==> config.mk <==
export PLATFORM = sky130hd
export DESIGN_NAME = ggnt_mem
export DESIGN_NICKNAME = d
export VERILOG_FILES = /design/src/rtl/ggnt_mem.sv
export SDC_FILE = /design/constraint.sdc
export NUM_CORES = 1
export LEC_CHECK = 0
export BUFFER_PORTS_ARGS = -buffer_cell sky130_fd_sc_hd__buf_2
export CAP_MARGIN = 20
export CORE_MARGIN = 4
export CORE_UTILIZATION = 55
export CTS_BUF_LIST = sky130_fd_sc_hd__clkbuf_8
export CTS_CLUSTER_SIZE = 28
export DETAILED_ROUTE_END_ITERATION = 10
export PLACE_DENSITY = 0.72
export SYNTH_ARGS = -nofsm -noshare
export SYNTH_HDL_FRONTEND = slang
export SYNTH_SLANG_ARGS = --single-unit
==> constraint.sdc <==
create_clock -name clk_i -period 10.4 [get_ports clk_i]
set_input_delay 0.52 -clock clk_i [delete_from_list [all_inputs] [get_ports clk_i]]
set_output_delay 0.52 -clock clk_i [all_outputs]
set_load 0.03 [all_outputs]
==> src/rtl/ggnt_mem.sv <==
// ----------------------------------------------------------------------------
// ggnt_mem
// Entry store: address, position and stamp, one read and one write port.
// ----------------------------------------------------------------------------
module ggnt_mem #(
  parameter int unsigned Depth = 16,
  parameter int unsigned Width = 104
) (
  input  logic                     clk_i,
  input  logic                     we_i,
  input  logic [$clog2(Depth)-1:0] waddr_i,
  input  logic [Width-1:0]         wdata_i,
  input  logic [$clog2(Depth)-1:0] raddr_i,
  output logic [Width-1:0]         rdata_o
);
  logic [Width-1:0] mem [Depth];

  always_ff @(posedge clk_i) begin
    if (we_i) begin
      mem[waddr_i] <= wdata_i;
    end
    rdata_o <= mem[raddr_i];
  end
endmodule

# --- Word-level counts from Yosys, hierarchy flattened ---
# Memory sizes are Yosys's and may differ from the RTL's. A register that Yosys moved wholly into a read port is not among the register bits.
# Index checks and enable logic that the tools add are counted.
totals:
  inputBits: 114
  regBits: 0
  ram_bits: 1664
  elab_cells: 3
  out_inout_bits: 104
  n_memories: 1
memory_table:
  columns: ["name", "words", "width", "read_ports", "rd_ports_with_merged_regs", "write_ports", "line_no", "rtl"]
  rows:
  - ["mem", 16, 104, 1, 1, 1, "16", "logic [Width-1:0] mem [Depth];"]
op_classes:
  muxes: 2
op_table:
  columns: ["cell", "n"]
  rows:
  - ["$mux 1", 2]

# --- Logic depth before layout (Yosys ltp) ---
# Gate-level depths: netlist of the first run.
depth:
  depth_word: 2
  mapped_depth: 6
  mapped_depth_nobuf: 3

# --- Worst setup path before layout of the first run ---
# OpenSTA, ideal clock, no wires.
synth_timing:
  path_kind: "input to register"
  start: "input port waddr_i[2]"
  end: "memory mem[0][0], enable pin"
  t_required_ps: 9704
  setup_time_ps: 696
  cell_stages: 2
  path_buffers: 0
  t_arrival_ps: 8065
  setup_slack_ps: 1640
  path_cell_list: "or3b_2 > nor3_1"
synth_lines:
  columns: ["element", "line_no", "rtl"]
  rows:
  - ["start: declaration", "11", "input logic [$clog2(Depth)-1:0] waddr_i,"]
  - ["end: declaration", "16", null]
# No word-level cell before the write port.

# --- Worst setup path after layout of the first run ---
layout_timing:
  start: "input port waddr_i[2]"
  end: "memory mem[3][82], enable pin"
# No word-level cell before the write port.

==> results of run 1 <==
==> power breakdown <==
part	total (W)	switching (W)	internal [W]
logic	0.000785	0.000486	0.000299
registers	0.00803	0.0000631	0.00797
clock network	0.00543	0.00255	0.00288
==> cells in the mapped netlist <==
cell type  number  area share
edfxtp_1     1664        0.78
mux4_2        416        0.15
a22oi_1       208       0.024
nand2_1       105      0.0061
dfxtp_1       104       0.032
clkbuf_1       67      0.0039
buf_2          34      0.0026
buf_6          24      0.0042
nor2_1         13     0.00076
buf_1          10     0.00058
buf_4           4     0.00047
nor3_1          4     0.00031
nand2b_1        2     0.00019
nand3b_1        2     0.00023
nor2b_1         2     0.00019
and2_1          1    0.000097
nand3_1         1    0.000078
or3b_2          1     0.00014
==> per-layer routing <==
layer / share of wire / vias to the layer above / wire length, um / track usage
li1: - / 12500 / - / -
met1: 0.38 / 15900 / 53100 / 0.305
met2: 0.53 / 1234 / 74400 / 0.409
met3: 0.068 / 246 / 9610 / 0.0426
met4: 0.028 / 4 / 4010 / 0.0808
met5: 0.00019 / - / 27 / 0
==> metrics by stage <==
step           utilization  instances  power (W)  setup slack, ps  cell area [um2]
2_1_floorplan            -       2662    0.00864             1640            64300
3_3_place_gp         0.578       4309    0.00891             6280            67100
3_5_place_dp         0.578       4309    0.00894             6240            67100
4_1_cts              0.632       4904     0.0144             7250            73300
5_1_grt              0.632       4909     0.0148             6870            73400
6_report             0.632       4914     0.0142             7270            73400
==> area by class of cell <==
type / instances / area [um2]
Fill cell: 7619 / 42700
Clock buffer: 319 / 4390
Sequential cell: 1768 / 52000
Tap cell: 1524 / 1910
Antenna cell: 8 / 20.0
Multi-Input combinational cell: 755 / 11600
Timing Repair Buffer: 368 / 2640
Clock inverter: 172 / 803
==> worst max-delay path: stages <==
cell and delay [ps]:
buf_2 120, or3b_2 580, nor2_4 660, buf_4 800
buf_4 840
==> sequential cells by signal, indices dropped and copies added (netlist names) <==
| register | count |
|---|---|
| mem | 1664 |
| rdata_o | 104 |
==> final timing paths <==
path | start | cells past startpoint | to
worst max register to register | mem[0][31] | 3 | rdata_o[31]
worst min register to register | mem[6][17] | 3 | rdata_o[17]
worst min-delay path | waddr_i[0] | 2 | mem[8][23]
worst max-delay path | waddr_i[2] | 5 | mem[3][82]
==> cell families (layout without fill, tap and decap cells) <==
family,count (synthesis),in the layout
AO/OA/AOI/OAI,208,208
buffers and inverters,139,859
flip-flops,1768,1768
multiplexers,416,416
other,0,8
AND/OR/NAND/NOR,131,131
==> reports/results.ini, run 1 <==
[layout]
final_common_cell = edfxtp_1
fin_nets = 3296
syn_to_final_growth_pct = 14.2
post_route_cells_drive_above_1_share = 0.312
final_cell_mix = edfxtp_1 (1,664), mux4_2 (416), clkbuf_8 (319)

[yosys]
mappedNetlistArea_um2 = 64300
synth.yosys.warnings = 0
synth-simple-area-share = 0.00814
synth-compound-area-share = 0.0243
avgSynthCellArea_um2 = 24.1
synthMuxAreaShare = 0.146
synth_xor_area_frac = 0
synthAdderAreaFrac = 0
synthCells = 2662
ys_types = 18
yosysSeqAreaShare = 0.810
synth_top_family_by_area = multiplexers
ys_ff_latch = 1768
synth_nets = 2776

[die]
dieArea_um2 = 122000
coreArea_um2 = 116000
std_cell_rows = 125
die_x_um = 350
initial_utilization = 0.554
die_y_um = 350
pin_count = 218

[timing]
setup_violations = 0
hold_viol_final = 0
worst_pin_slew_ps = 1110
fin_crit_sh = 0.301
rsz0062_at_grt = no
tns_ps = 0
finClkSkew_ps = 51.1
finalCriticalPeriod_ps = 3130
max_slew_margin = 0.261
whs_ps = 142
slew_viol_final = 0
max_freq_ghz = 0.320

[worst_setup_path]
cp_max_fo = 46
r2r_slack_ps = 9020
critPathRequiredTime_ps = 10900
cp_data_arrival_time_ps = 3630
critPathLaunchType = primary input
cp-end-kind = register
crit_type = in -> reg

[cts]
hold_buffers = 104
cts-root-buf = clkbuf_8
cts_tree = done
cts_buffers = 289
cts-resized-gates = 0
path_clk_slew_ps = 60
htreeDepth = 5
cts_sinks = 1768
cts_setup_buffers = 0
cts_buffer_depth = 4
clock_latency_ps = 920

[status]
status = complete, no violations

[pwr]
p_leak_nw = 24.1
power_density_nw_per_um2 = 194
ir_drop_uv = 133

[detailed_routing]
routedWlPerCell_um = 28.7
drcViolationCount = 0
drt_iter0_markers = 3159
antenna_left = 0
dr.pass1.iters = 5
wirelength_um = 141000
vias = 29900
post_drt_via_cell_ratio = 6.09

[global_routing]
grt_first_pass_wirelength_um = 209000
grt_max_degree = 172
grt_overflow = 0
grt_use_total = 0.236
grt_pass1_vias = 32200
grt_antenna_before_repair = 11

[placement]
hpwlAfterDp_um = 69100
io_buffers = 217
routabilityCongestion = 0.724

[job]
cap_violations = 0

[min_path]
hold_path_class = in -> reg

Note: power is estimated with default switching activity, not from simulation.
==> run 2, diff against run 1 <==
clock period = 2.9 ns   (was 10.4 ns; I/O delays follow)
==> run 2 against run 1 <==
- via count up 1.8%
- combinational power increased to 3.8 times the previous value
- sequential cell count unchanged
- critical path depth is 2 higher
- non-clock buffer count is 84 higher
- total power grew to 3.6 times the previous value
- first-iteration DRC count is 6.0% higher
- clock power grew to 3.5 times the previous value
- final cell count rose by 1.8%
- clock skew increased by 11 ps
- highest routed layer unchanged
==> reports/results.ini, run 2 (same netlist as run 1, synthesis figures left out) <==
[detailed_routing]
routedWlPerCell_um = 28.2
vias = 30500
dr.pass1.iters = 6
antenna_left = 0
drt_iter0_markers = 3348
drcViolationCount = 0
post_drt_via_cell_ratio = 6.09
wirelength_um = 141000

[layout]
final_common_cell = edfxtp_1
fin_nets = 3376
multiInputGateArea_um2 = 11600
seq_area_um2 = 52000
reg_top3 = mem x1664, rdata_o x104
final_core_util = 0.643
largest_reg_flops = 1664
fill_cells = 7379
final_cell_mix = edfxtp_1 (1,664), mux4_2 (416), clkbuf_8 (304)
syn_to_final_growth_pct = 16.2
largest_register = mem
post_route_cells_drive_above_1_share = 0.322

[die]
pin_count = 218
dieArea_um2 = 122000
die_x_um = 350
die_y_um = 350
initial_utilization = 0.554
coreArea_um2 = 116000
std_cell_rows = 125

[placement]
routabilityCongestion = 0.751
hpwlAfterDp_um = 75700
io_buffers = 217

[cts]
cts_buffers = 285
cts-root-buf = clkbuf_8
hold_buffers = 115
htreeDepth = 5
cts_sinks = 1768
cts_setup_buffers = 0
clock_latency_ps = 950
cts-resized-gates = 0
path_clk_slew_ps = 60
cts_tree = done
cts_buffer_depth = 4

[timing]
tns_ps = 0
fin_crit_sh = 0.876
slew_viol_final = 0
finClkSkew_ps = 61.9
rsz0062_at_grt = no
hold_viol_final = 0
whs_ps = 116
finalCriticalPeriod_ps = 2540
setup_violations = 0
max_freq_ghz = 0.393
max_slew_margin = 0.257
worst_pin_slew_ps = 1110

[worst_setup_path]
crit_path_max_incr_delay_ps = 850
cp_max_fo = 5
crit_chain = dlygate4sd3_1 -> buf_2 -> nand3_4 -> dlygate4sd3_1 -> nor3_4 -> dlygate4sd3_1 -> buf_4
crit_slowest_cell = dlygate4sd3_1
critPathRequiredTime_ps = 3540
cp-end-kind = register
path_common_cell = dlygate4sd3_1
crit_family = buffers and inverters
crit_type = in -> reg
cp.depth = 7
critPathLaunchType = primary input
r2r_cells = 4
cp_num_buf_inv = 5
cp_data_arrival_time_ps = 3180

[min_path]
whs_path_depth = 2
hold_path_class = in -> reg

[global_routing]
grt_antenna_before_repair = 15
grt_pass1_vias = 32300
grt_overflow = 0
grt_first_pass_wirelength_um = 211000
grt_use_total = 0.236
grt_max_degree = 78

[pwr]
swShare = 0.219
pwr-share-clk = 0.376
p_seq_frac = 0.566
p_leak_nw = 24.7
ir_drop_uv = 440
switching_power_w = 0.0111
p_comb_frac = 0.058
power_density_nw_per_um2 = 681
internal-power_w = 0.0397

[job]
cap_violations = 0

[status]
status = complete, no violations

==> run 2: changes by cell type in the layout (fill, tap and decap cells not counted), moves of 3 or more <==
cell           delta
nor3_2            -4
clkinv_1         +10
inv_1             +3
nor3_4            +4
dlygate4sd3_1    +11
buf_12           +58
clkbuf_8         -15
buf_4            +17
==> run 2: stage by stage <==
step                setup slack [ps]  power [W]  area (um2)  cells
global placement                 681     0.0321       68400   4383
finish                           358     0.0509       74700   5000
global route                     323     0.0529       74700   4994
CTS                              402     0.0513       74600   4989
detailed placement               644     0.0322       68400   4383
floorplan                       -828     0.0310       64400   2662
==> run 2: path summary, 6_finish.rpt <==
path | from | slack (ps) | end
worst max-delay path | waddr_i[2] | 360 | mem[12][22]
worst min-delay path | wdata_i[15] | 120 | mem[3][15]
worst max register to register | mem[3][20] | 1160 | rdata_o[20]
worst min register to register | mem[14][17] | 640 | rdata_o[17]
==> run 2: per-layer routing <==
layer / track usage / part of all wire / vias to the layer above
li1: - / - / 12700
met5: 0 / 0.00019 / -
met1: 0.333 / 0.39 / 16100
met2: 0.380 / 0.50 / 1471
met3: 0.0520 / 0.086 / 206
met4: 0.0672 / 0.022 / 4
==> run 2: layout make-up <==
cell class / count / share of cell area
flip-flops and latches: 1768 / 0.697
diodes: 10 / 0.000335
repair buffers: 452 / 0.0535
well taps: 1524 / 0.0255
clock inverters: 187 / 0.0119
multi-input cells: 755 / 0.156
clock buffers: 304 / 0.0560
==> run 2: power by group through the flow <==
| stage | clock network [W] | registers (W) | logic, W |
|---|---|---|---|
| floorplan | 0 | 0.0296 | 0.00136 |
| global placement | 0 | 0.0293 | 0.00278 |
| detailed placement | 0 | 0.0293 | 0.00285 |
| CTS | 0.0195 | 0.0288 | 0.00300 |
| global route | 0.0209 | 0.0288 | 0.00317 |
| finish | 0.0191 | 0.0288 | 0.00297 |
